## src/rtl/lts_pkg.sv

```systemverilog
// Package with the shared types, sizes and helpers of the threshold square search.
`timescale 1ns / 1ps
package lts_pkg;

    localparam int MAX_ROWS   = 64;
    localparam int MAX_COLS   = 64;
    localparam int DIM_W      = 7;
    localparam int IDX_W      = 6;
    localparam int ADDR_W     = 12;
    localparam int STORE_DEPTH = MAX_ROWS * MAX_COLS;
    localparam int VALUE_CAP  = 65;

    typedef enum logic [2:0] {
        ST_IDLE,
        ST_SETUP,
        ST_PASS,
        ST_DRAIN,
        ST_DECIDE,
        ST_DONE
    } t_state;

    // Per-cell control travelling alongside the store read.
    typedef struct packed {
        logic valid;
        logic first_row;
        logic first_col;
        logic pad;
    } t_sweep_ctl;

    function automatic logic [DIM_W-1:0] clamp_dim(input logic [DIM_W-1:0] v,
                                                   input logic [DIM_W-1:0] hi);
        logic [DIM_W-1:0] r;
        if (v == '0) begin
            r = DIM_W'(1);
        end else if (v > hi) begin
            r = hi;
        end else begin
            r = v;
        end
        return r;
    endfunction

endpackage

```

## src/rtl/lts_cell.sv

```systemverilog
// One column cell of the chain: holds a square size and a column run, passed on each shift.
`timescale 1ns / 1ps
module lts_cell
    import lts_pkg::*;
(
    input  logic             i_clk,
    input  logic             i_en,
    input  logic [DIM_W-1:0] i_sq,
    input  logic [DIM_W-1:0] i_crun,
    output logic [DIM_W-1:0] o_sq,
    output logic [DIM_W-1:0] o_crun
);

    logic [DIM_W-1:0] r_sq;
    logic [DIM_W-1:0] r_crun;

    always_ff @(posedge i_clk) begin
        if (i_en) begin
            r_sq   <= i_sq;
            r_crun <= i_crun;
        end
    end

    assign o_sq   = r_sq;
    assign o_crun = r_crun;

endmodule

```

## src/rtl/lts_dp.sv

```systemverilog
// Largest-square recurrence over a chain of column cells, one grid cell per cycle.
`timescale 1ns / 1ps
module lts_dp
    import lts_pkg::*;
(
    input  logic             i_clk,
    input  logic             i_rst_n,
    input  logic             i_clear,
    input  t_sweep_ctl       i_ctl,
    input  logic [DIM_W-1:0] i_k,
    input  logic [DIM_W-1:0] i_value,
    output logic [DIM_W-1:0] o_best
);

    logic [DIM_W-1:0] w_sq   [MAX_COLS+1];
    logic [DIM_W-1:0] w_crun [MAX_COLS+1];
    logic [DIM_W-1:0] r_diag;
    logic [DIM_W-1:0] r_rrun;
    logic [DIM_W-1:0] r_best;
    logic [DIM_W-1:0] n_d;
    logic [DIM_W-1:0] n_rrun;
    logic [DIM_W-1:0] n_crun;
    logic [DIM_W-1:0] w_rr_prev;
    logic [DIM_W-1:0] w_min;
    logic             w_qual;

    // The chain is one full row long, so its tail holds the previous row's column.
    genvar g;
    generate
        for (g = 0; g < MAX_COLS; g++) begin : g_cell
            lts_cell u_cell (
                .i_clk  (i_clk),
                .i_en   (i_ctl.valid),
                .i_sq   (w_sq[g]),
                .i_crun (w_crun[g]),
                .o_sq   (w_sq[g+1]),
                .o_crun (w_crun[g+1])
            );
        end
    endgenerate

    always_comb begin
        w_qual    = !i_ctl.pad && (i_value >= i_k);
        w_rr_prev = i_ctl.first_col ? '0 : r_rrun;
        w_min     = r_diag;
        if (w_rr_prev < w_min) begin
            w_min = w_rr_prev;
        end
        if (w_crun[MAX_COLS] < w_min) begin
            w_min = w_crun[MAX_COLS];
        end
        if (!w_qual) begin
            n_d    = '0;
            n_rrun = '0;
            n_crun = '0;
        end else begin
            if (i_ctl.first_row || i_ctl.first_col) begin
                n_d = DIM_W'(1);
            end else begin
                n_d = w_min + DIM_W'(1);
            end
            n_rrun = w_rr_prev + DIM_W'(1);
            n_crun = i_ctl.first_row ? DIM_W'(1) : w_crun[MAX_COLS] + DIM_W'(1);
        end
    end

    assign w_sq[0]   = n_d;
    assign w_crun[0] = n_crun;

    always_ff @(posedge i_clk) begin
        if (i_ctl.valid) begin
            r_diag <= w_sq[MAX_COLS];
            r_rrun <= n_rrun;
        end
    end

    always_ff @(posedge i_clk) begin
        if (!i_rst_n || i_clear) begin
            r_best <= '0;
        end else if (i_ctl.valid && n_d > r_best) begin
            r_best <= n_d;
        end
    end

    assign o_best = r_best;

endmodule

```

## config.mk

```make
export PLATFORM = sky130hd
export DESIGN_NAME = lts_dp
export DESIGN_NICKNAME = d
export VERILOG_FILES = /design/src/rtl/lts_pkg.sv /design/src/rtl/lts_cell.sv /design/src/rtl/lts_dp.sv
export SDC_FILE = /design/constraint.sdc
export NUM_CORES = 1
export LEC_CHECK = 0
export BUFFER_PORTS_ARGS = -buffer_cell sky130_fd_sc_hd__buf_2
export CELL_PAD_IN_SITES_DETAIL_PLACEMENT = 2
export CELL_PAD_IN_SITES_GLOBAL_PLACEMENT = 2
export CORE_ASPECT_RATIO = 0.7
export CORE_MARGIN = 2
export CORE_UTILIZATION = 51
export CTS_BUF_LIST = sky130_fd_sc_hd__clkbuf_8 sky130_fd_sc_hd__clkbuf_16
export CTS_CLUSTER_DIAMETER = 30
export DETAILED_ROUTE_END_ITERATION = 6
export GPL_ROUTABILITY_DRIVEN = 0
export PLACE_DENSITY = 0.84
export SYNTH_ARGS = -nofsm -noshare
export SYNTH_HDL_FRONTEND = slang
export SYNTH_SLANG_ARGS = --single-unit
```

## constraint.sdc

```tcl
create_clock -name i_clk -period 6.6 [get_ports i_clk]
set_input_delay 0.33 -clock i_clk [delete_from_list [all_inputs] [get_ports i_clk]]
set_output_delay 0.33 -clock i_clk [all_outputs]
set_load 0.1 [all_outputs]
```

==> metrics.yaml, run 1 <==
status:
  run_status: "stopped before the end"
  stop_stage: "3_5_place_dp"
  firstError: "Error: detail_place.tcl, 38 bad optional access"
floorplan:
  dieWidth_um: 289
  die_h_um: 203
  placementRows: 73
  initial_core_util_pct: 51.3
  pin_count: 28
synthesis:
  yosysSeqAreaShare_pct: 94.8
  synth_top_family_by_area: "simple AND/OR/NAND/NOR gates"
  synthAdderAreaFrac_pct: 0.994
  ys_ff_latch: 917
  synth.area.mux_share_pct: 0.289
  ys_warn_count: 0
  synth_compound_area_share_pct: 1.36
  synth_top_area_share_pct: 94.3
  syn_inst: 1144
  syn_area_sq_um: 29000
  post_synth_xor_area_fraction_pct: 0.484
  syn_avg_cell_area_sq_um: 25.3
  synthFlopType: "edfxtp_1"
  async_flop_share_pct: 0
  syn-num-nets: 1188
  netlist_top_cells_area: "edfxtp_1, ha_1, dfxtp_1"
  synth_edf_count: 910
  yosysTopAreaCell: "edfxtp_1"
  synth_simple_gate_area_share_pct: 1.70
  synthDistinctLibCells: 49
place:
  portBuffers: 27
[Yosys cell counts (all sizes together) (2+ instances only)]
| cell | number |
|---|---|
| o21ai | 15 |
| a21o | 2 |
| mux2i | 8 |
| nand2 | 17 |
| a21oi | 15 |
| edfxtp | 910 |
| and3 | 3 |
| and2 | 3 |
| nor2 | 31 |
| buf | 3 |
| o21a | 2 |
| nor4 | 2 |
| nand2b | 8 |
| a2bb2oi | 2 |
| a211oi | 5 |
| nand3 | 8 |
| xor2 | 8 |
| dfxtp | 7 |
| a2111oi | 3 |
| xnor2 | 8 |
| ha | 23 |
| inv | 22 |
| nand4 | 3 |
| nor2b | 11 |
| a22o | 4 |
| nor3 | 5 |
[per-stage QoR]
step              instance area (sq um)  instances  hold slack (ns)
global placement                  30100       1929            0.400
floorplan                         29000       1144            0.400
[logic make-up after synthesis]
logic type / after synthesis
flip-flops: 917
AND/OR/NAND/NOR: 98
AO/OA/AOI/OAI: 57
buffers and inverters: 25
adder cells (fa/ha/maj): 23
XOR/XNOR: 16
multiplexers: 8
==> run 2, diff against run 1 <==
Settings changed: CELL_PAD_IN_SITES_DETAIL_PLACEMENT 2 to default, CELL_PAD_IN_SITES_GLOBAL_PLACEMENT 2 to default, CORE_ASPECT_RATIO 0.7 to default, CORE_UTILIZATION 51 to 37, CTS_BUF_LIST sky130_fd_sc_hd__clkbuf_8 sky130_fd_sc_hd__clkbuf_16 to default, CTS_CLUSTER_DIAMETER 30 to default, PLACE_DENSITY 0.84 to default, PLACE_DENSITY_LB_ADDON from default to 0.15.
==> metrics.yaml, run 2 <==
synthesis:
  yosysTopAreaCell: "edfxtp_1"
  synthDistinctLibCells: 49
  syn_area_sq_um: 29000
  synthFlopType: "edfxtp_1"
  ys_warn_count: 0
  ys_ff_latch: 917
  async_flop_share_pct: 0
  syn_inst: 1144
  synth_edf_count: 910
  netlist_top_cells_area: "edfxtp_1, ha_1, dfxtp_1"
  synth_common_cells: "edfxtp_1, nor2_1, ha_1"
  synth_top_area_share_pct: 94.3
  yosysSeqAreaShare_pct: 94.8
  syn_avg_cell_area_sq_um: 25.3
  synth_most_common_cell: "edfxtp_1"
  syn-num-nets: 1188
timing:
  rsz0062_at_grt: "yes"
  hold_viol: 0
  max_slew_margin_pct: 32.0
  max_slew.worst_pin.slew_ns: 1.02
  fin_crit_sh_pct: 92.2
  layout_min_cycle_time_ns: 6.09
  finalMaxSlewViolations: 0
  max_freq_ghz: 0.164
  fin_ws_ns: 0.513
  setup_viol: 0
  finClkSkew_ns: 0.0199
routing:
  drc: 0
  wirelength_um: 37800
  drtPass1Iterations: 5
  wl_per_cell_um: 15.8
  ant_nets: 0
  num_vias: 10700
  viasPerCell: 4.46
  drtIter0Drc: 976
worst_setup_path:
  critPathLaunchType: "flip-flop"
  cp_max_fo: 10
  cp_slowest_cell: "or4_1"
  worstPathRequired_ns: 7.15
  crit_top_cell: "ha_1"
  cp.arrival_ns: 6.64
  path_buf_inv: 0
  end_kind: "flip-flop"
  cp_top_family: "compound AO/OA/AOI/OAI gates"
  crit_type: "reg2reg"
  critPathMaxStageDelay_ns: 0.58
place:
  portBuffers: 27
  dpl.hpwl_um: 17500
  dp.cells: 2217
  dp_slack_ns: -0.172
layout:
  final_nets: 1315
  mostFrequentLayoutCells: "edfxtp_1, clkbuf_16, nor2_1"
  syn_to_final_growth_pct: 16.1
  stdcell_count: 2386
  n_antenna_cell: 0
  fillers: 6574
  layout_commonest_cell: "edfxtp_1"
  drive_above_1_share_pct: 13.3
floorplan:
  die_area_sq_um: 80500
  initial_core_util_pct: 37.4
  die_h_um: 284
  dieWidth_um: 284
  pin_count: 28
  placementRows: 102
  core_sq_um: 77500
hold_path:
  min_path_type: "in2reg"
power_and_ir_drop:
  leakagePower_nw: 11.3
  ir_drop_mv: 0.195
  p_total_mw: 12.4
  power_density_nw_per_um2: 368
clock_tree:
  root_buffer: "clkbuf_16"
  cts_tree: "done"
  clkSinkCount: 917
  cts.path.max_buffers: 3
  post_cts_buffers: 0
  clk_latency_ns: 0.63
  cts.clk_slew.worst_paths_ns: 0.06
  cts_buffers: 92
  htreeDepth: 3
grt:
  grt_pass1_wl_um: 60000
  grt_max_degree: 174
  grt_overflow_total: 0
  antenna_found_initial: 4
  grt_use_total_pct: 9.37
  grt_pass1_vias: 10500
job:
  cap_violations: 0
status:
  run_status: "completed"
run 2: power by group:
part	internal (mW)	switching, mW
Clock	3.14	2.13
Sequential	6.77	0.0965
Combinational	0.0551	0.170
run 2: cells by family after synthesis:
kind of cell	synth area share (%)
AO/OA/AOI/OAI	1.36
XOR/XNOR	0.484
adder cells (fa/ha/maj)	0.994
buffers and inverters	0.346
flip-flops	94.8
multiplexers	0.289
AND/OR/NAND/NOR	1.70
run 2: repair_timing:
item / CTS / global route
resized for setup: 0 / 5
hold buffers: 0 / 0
endpoints found under the setup margin: 0 / 7
endpoints found under the hold margin: 0 / 0
run 2: layout make-up:
cell class	count	area, sq um	area share [%]
clock buffer	113	2420	7.21
clock inverter	56	686	2.04
inverter	22	82.6	0.246
multi-input combinational	202	1410	4.19
sequential	917	27500	81.7
tap	1040	1300	3.87
timing repair buffer	36	263	0.781
run 2: worst paths after layout:
check	from	end	slack [ns]	cells after the start
worst min-delay path	i_rst_n	o_best[1]	0.09	3
worst min register to register	g_cell[34].u_cell.o_sq[4]	g_cell[35].u_cell.o_sq[4]	0.41	0
worst max-delay path	r_rrun[6]	o_best[6]	0.51	25
worst max register to register	r_rrun[6]	o_best[6]	0.51	25
run 2: worst register-to-register path, cell delays in order (launching register included):
cell and delay (ns):
edfxtp_1 0.36, nor2b_1 0.25, ha_1 0.29, nor2b_1 0.16
a21oi_1 0.24, o21a_2 0.34, mux2i_2 0.33, ha_1 0.31
a21oi_1 0.14, o21ai_0 0.14, a2111oi_1 0.46, nor2_1 0.10
a21oi_2 0.16, nand2_1 0.06, o21ai_0 0.09, ha_1 0.30
or3b_1 0.38, o32ai_1 0.14, xnor2_1 0.11, o21ai_1 0.23
nor2_1 0.09, ha_1 0.31, o21a_1 0.12, o221ai_1 0.16
or4_1 0.58, o21ai_1 0.16
run 2: metrics by stage:
| stage | instance area, sq um | util [%] | setup TNS (ns) | hold WS, ns |
|---|---|---|---|---|
| finish | 33600 | 43.4 | 0 | 0.0895 |
| CTS | 33600 | 43.4 | 0 | 0.0176 |
| global placement | 30500 | 39.4 | 0 | 0.401 |
| detailed placement | 30500 | 39.4 | -0.687 | 0.405 |
| floorplan | 29000 | - | 0 | 0.400 |
| global route | 33600 | 43.4 | -0.0133 | 0.0754 |
run 2: layer usage:
layer / share of wire [%] / track usage (%) / vias up / wire, um
met5: 0.034 / 0 / - / 13
met4: 3.2 / 3.90 / 2 / 1220
met3: 5.2 / 2.88 / 106 / 1970
met2: 39 / 11.6 / 216 / 14900
met1: 52 / 14.9 / 5486 / 19700
li1: - / - / 4841 / -
Note: power is estimated with default switching activity, not from simulation.
==> run 3, diff against run 2 <==
Settings changed: PLACE_DENSITY from default to 0.54, PLACE_DENSITY_LB_ADDON 0.15 to default.
==> metrics.yaml, run 3 (synthesis results as in run 2) <==
floorplan:
  die_area_sq_um: 80500
  core_sq_um: 77500
  placementRows: 102
  pin_count: 28
  initial_core_util_pct: 37.4
  dieWidth_um: 284
  die_h_um: 284
power_and_ir_drop:
  ir_drop_mv: 0.200
  power_density_nw_per_um2: 359
  leakagePower_nw: 11.1
  p_total_mw: 12.0
timing:
  setup_viol: 0
  max_slew.worst_pin.slew_ns: 1.09
  fin_crit_sh_pct: 91.8
  hold_viol: 0
  max_freq_ghz: 0.165
  layout_min_cycle_time_ns: 6.06
  rsz0062_at_grt: "no"
  finClkSkew_ns: 0.0322
  max_slew_margin_pct: 27.3
  hold_slack_ns: 0.0973
  finalMaxSlewViolations: 0
grt:
  grtUsageMet2_pct: 10.7
  antenna_found_initial: 1
  met1_usage_pct: 14.2
  grt_max_degree: 205
  top_usage_layer: "met1"
  met3_usage_pct: 2.21
  grt_overflow_total: 0
  grt_pass1_vias: 10400
  grt_pass1_wl_um: 57000
  grt_use_total_pct: 8.76
layout:
  multi_input_area_sq_um: 1410
  fin_area_sq_um: 33400
  syn_to_final_growth_pct: 15.2
  final_core_util_pct: 43.1
  n_antenna_cell: 0
  final_nets: 1311
  drive_above_1_share_pct: 12.2
  mostFrequentLayoutCells: "edfxtp_1, clkbuf_16, nor2_1"
  fillers: 6535
  regArea_sq_um: 27500
  layout_commonest_cell: "edfxtp_1"
clock_tree:
  cts_buffers: 89
  htreeDepth: 3
  cts.path.max_buffers: 3
  clk_latency_ns: 0.62
  clkSinkCount: 917
  cts_tree: "done"
  cts.clk_slew.worst_paths_ns: 0.06
  post_cts_buffers: 0
  root_buffer: "clkbuf_16"
routing:
  ant_nets: 0
  drtPass1Iterations: 5
  wirelength_um: 35600
  drc: 0
  wl_per_cell_um: 15.0
  viasPerCell: 4.41
  drtIter0Drc: 1063
  num_vias: 10500
worst_setup_path:
  timing.rr.start: "r_rrun[6]"
  cp-startpoint: "r_rrun[6]"
  rr_worst_depth: 26
  crit_top_cell: "ha_1"
  critPathMaxStageDelay_ns: 0.40
  cp.arrival_ns: 6.56
  reg2reg_to: "o_best[3]"
  critPathLaunchType: "flip-flop"
  cp_max_fo: 10
  cp-endpoint: "o_best[3]"
  r2r_slack_ns: 0.54
  worstPathRequired_ns: 7.10
  cp_slowest_cell: "edfxtp_1"
  end_kind: "flip-flop"
  crit_type: "reg2reg"
place:
  portBuffers: 27
  dpl.hpwl_um: 16100
  post_dp_cell_area_sq_um: 30500
job:
  cap_violations: 0
hold_path:
  min_path_type: "in2reg"
status:
  run_status: "completed"
## run 3: repair_timing
action | CTS | global route
setup endpoints to repair | 0 | 7
hold buffers | 1 | 0
gates resized for setup | 0 | 6
hold endpoints to repair | 2 | 0
## run 3: power by group
| part | internal (mW) | switching, mW | total (mW) |
|---|---|---|---|
| Sequential | 6.77 | 0.0964 | 6.87 |
| Clock | 2.81 | 2.07 | 4.88 |
| Combinational | 0.0554 | 0.168 | 0.224 |
| Total | 9.64 | 2.33 | 12.0 |
## run 3: per-layer routing
layer  routed length, um  share of wire, %
met2               14100                40
met3                1680               4.7
met4                 979               2.8
met1               18900                53
met5                   0                 0
## run 3: critical path: cells and delay by family, from the launching register on
family,cells,cell delay [ns]
adder cells (fa/ha/maj),4,1.23
AO/OA/AOI/OAI,12,2.45
multiplexers,1,0.32
XOR/XNOR,1,0.11
flip-flops,1,0.40
AND/OR/NAND/NOR,8,1.45
## run 3: area by class of cell
type | count | share of cell area, %
tap | 1040 | 3.90
multi-input combinational | 202 | 4.23
timing repair buffer | 35 | 0.773
sequential | 917 | 82.3
clock inverter | 56 | 1.64
inverter | 22 | 0.248
clock buffer | 107 | 6.88
## run 3: how the worst min path moves through the flow
stage / cells after the start / to / slack [ns] / from
floorplan: 0 / g_cell[10].u_cell.o_crun[0] / 0.40 / g_cell[9].u_cell.o_crun[0]
CTS: 3 / o_best[1] / 0.01 / i_clear
detailed placement: 0 / g_cell[15].u_cell.o_sq[3] / 0.40 / g_cell[14].u_cell.o_sq[3]
finish: 3 / o_best[1] / 0.1 / i_clear
global route: 3 / o_best[0] / 0.1 / i_clear
global placement: 0 / g_cell[35].u_cell.o_sq[1] / 0.40 / g_cell[34].u_cell.o_sq[1]
## run 3: per-stage QoR
| stage | setup TNS, ns | std cells | setup slack, ns |
|---|---|---|---|
| 2_1_floorplan | 0 | 1144 | 0.840 |
| 3_3_place_gp | 0 | 2215 | 0.299 |
| 3_5_place_dp | -0.511 | 2215 | -0.112 |
| 4_1_cts | 0 | 2379 | 0.0820 |
| 5_1_grt | 0 | 2379 | 0.0350 |
| 6_report | 0 | 2379 | 0.543 |
==> run 4, diff against run 3 <==
Settings changed: CELL_PAD_IN_SITES_DETAIL_PLACEMENT from default to 1, CELL_PAD_IN_SITES_GLOBAL_PLACEMENT from default to 1, PLACE_DENSITY 0.54 to 0.58.
==> metrics.yaml, run 4 (synthesis results as in run 2) <==
power_and_ir_drop:
  leakagePower_nw: 11.2
  ir_drop_mv: 0.311
  power_density_nw_per_um2: 359
layout:
  mostFrequentLayoutCells: "edfxtp_1, clkbuf_16, nor2_1"
  fin_area_sq_um: 33400
  final_nets: 1315
  fillers: 7053
  layout_commonest_cell: "edfxtp_1"
  syn_to_final_growth_pct: 15.4
  drive_above_1_share_pct: 13.0
  stdcell_count: 2383
  n_antenna_cell: 0
worst_setup_path:
  timing.rr.start: "r_rrun[6]"
  worstPathRequired_ns: 7.15
  crit_top_cell: "ha_1"
  end_kind: "flip-flop"
  cp_slowest_cell: "or4_1"
  cp-startpoint: "r_rrun[6]"
  critPathLaunchType: "flip-flop"
  cp_max_fo: 6
  r2r_slack_ns: 0.54
  cp.arrival_ns: 6.61
  rr_worst_depth: 26
  critPathMaxStageDelay_ns: 0.59
  reg2reg_to: "o_best[6]"
  crit_type: "reg2reg"
timing:
  max_slew.worst_pin.slew_ns: 1.11
  finClkSkew_ns: 0.0279
  setup_viol: 0
  finalMaxSlewViolations: 0
  layout_min_cycle_time_ns: 6.06
  hold_viol: 0
  max_slew_margin_pct: 26.0
  max_freq_ghz: 0.165
  fin_crit_sh_pct: 91.8
floorplan:
  dieWidth_um: 284
  initial_core_util_pct: 37.4
  pin_count: 28
  die_h_um: 284
  placementRows: 102
  core_sq_um: 77500
  die_area_sq_um: 80500
grt:
  grt_max_degree: 180
  grt_use_total_pct: 9.88
  grt_pass1_vias: 10900
  grt_overflow_total: 0
  antenna_found_initial: 2
  grt_pass1_wl_um: 63100
hold_path:
  min_from: "i_rst_n"
  min_path_type: "in2reg"
  hold_end: "o_best[1]"
  hold_depth: 3
clock_tree:
  cts_buffers: 88
  cts_tree: "done"
  clk_latency_ns: 0.63
  ctsHoldBuffers: 0
  cts.path.max_buffers: 3
  clkSinkCount: 917
  cts.clk_slew.worst_paths_ns: 0.06
  root_buffer: "clkbuf_16"
  htreeDepth: 3
routing:
  drtPass1Iterations: 5
  wirelength_um: 38400
  viasPerCell: 4.44
  ant_nets: 0
  num_vias: 10600
  drtIter0Drc: 956
  drc: 0
  wl_per_cell_um: 16.1
place:
  dp.cells: 2218
  portBuffers: 27
  post_dp_cell_area_sq_um: 30500
  dpl.hpwl_um: 18300
job:
  cap_violations: 0
status:
  run_status: "completed"
## run 4: cell types whose count changed in the layout (fill, tap and decap cells not counted), moves of 2 or more
cell	change
clkinv_2	+4
clkinv_8	+3
clkinv_1	-2
clkinv_4	+2
clkinvlp_4	-3
clkbuf_1	-2
inv_6	-2
buf_4	+6
## run 4: power breakdown
part | leakage (nW) | switching (mW) | internal, mW
Sequential | 8.99 | 0.101 | 6.77
Combinational | 0.818 | 0.174 | 0.0580
Clock | 1.39 | 2.06 | 2.84
## run 4: final cells by class
class                   instances  area (sq um)  share of cell area [%]
flip-flops and latches        917         27500                    82.2
clock buffers                 105          2290                    6.84
multi-input cells             202          1420                    4.25
well taps                    1040          1300                    3.89
clock inverters                57           564                    1.69
repair buffers                 40           293                   0.876
inverters                      22          82.6                   0.247
## run 4: per-stage QoR
stage | setup WS (ns) | power (mW) | TNS, ns | hold WS [ns] | util [%]
after floorplan | 0.840 | 7.02 | 0 | 0.400 | -
after global placement | 0.192 | 7.20 | 0 | 0.401 | 39.4
after detailed placement | -0.245 | 7.22 | -1.11 | 0.405 | 39.4
after CTS | 0.0636 | 12.2 | 0 | 0.0308 | 43.1
after global routing | -0.0575 | 12.5 | -0.266 | 0.106 | 43.1
final | 0.543 | 12.0 | 0 | 0.105 | 43.1
## run 4: per-layer routing
layer	global-route usage, %	vias up	routed length (um)
met3	2.51	74	2100
met4	4.13	0	983
met2	12.7	218	15900
met5	0	-	0
li1	-	4842	-
met1	15.7	5444	19400
## run 4: worst max path at each step
stage,endpoint,slack (ns),depth (start not counted)
after floorplan,o_best[4],0.84,28
after global placement,o_best[6],0.19,26
after detailed placement,o_best[5],-0.25,25
after CTS,o_best[5],0.06,24
after global routing,o_best[5],-0.06,26
final,o_best[6],0.54,26
## run 4: what timing repair did
action / CTS / global route
buffers inserted: 0 / 3
gates cloned: 0 / 0
setup endpoints to repair: 5 / 7
resized for setup: 1 / 7
## run 4: critical path, delay by kind of cell, from the launching register on
kind                     cells  cell delay [ns]
flip-flops                   1             0.40
adder cells (fa/ha/maj)      4             1.24
XOR/XNOR                     1             0.12
buffers and inverters        1             0.08
AO/OA/AOI/OAI               13             2.48
AND/OR/NAND/NOR              7             1.65
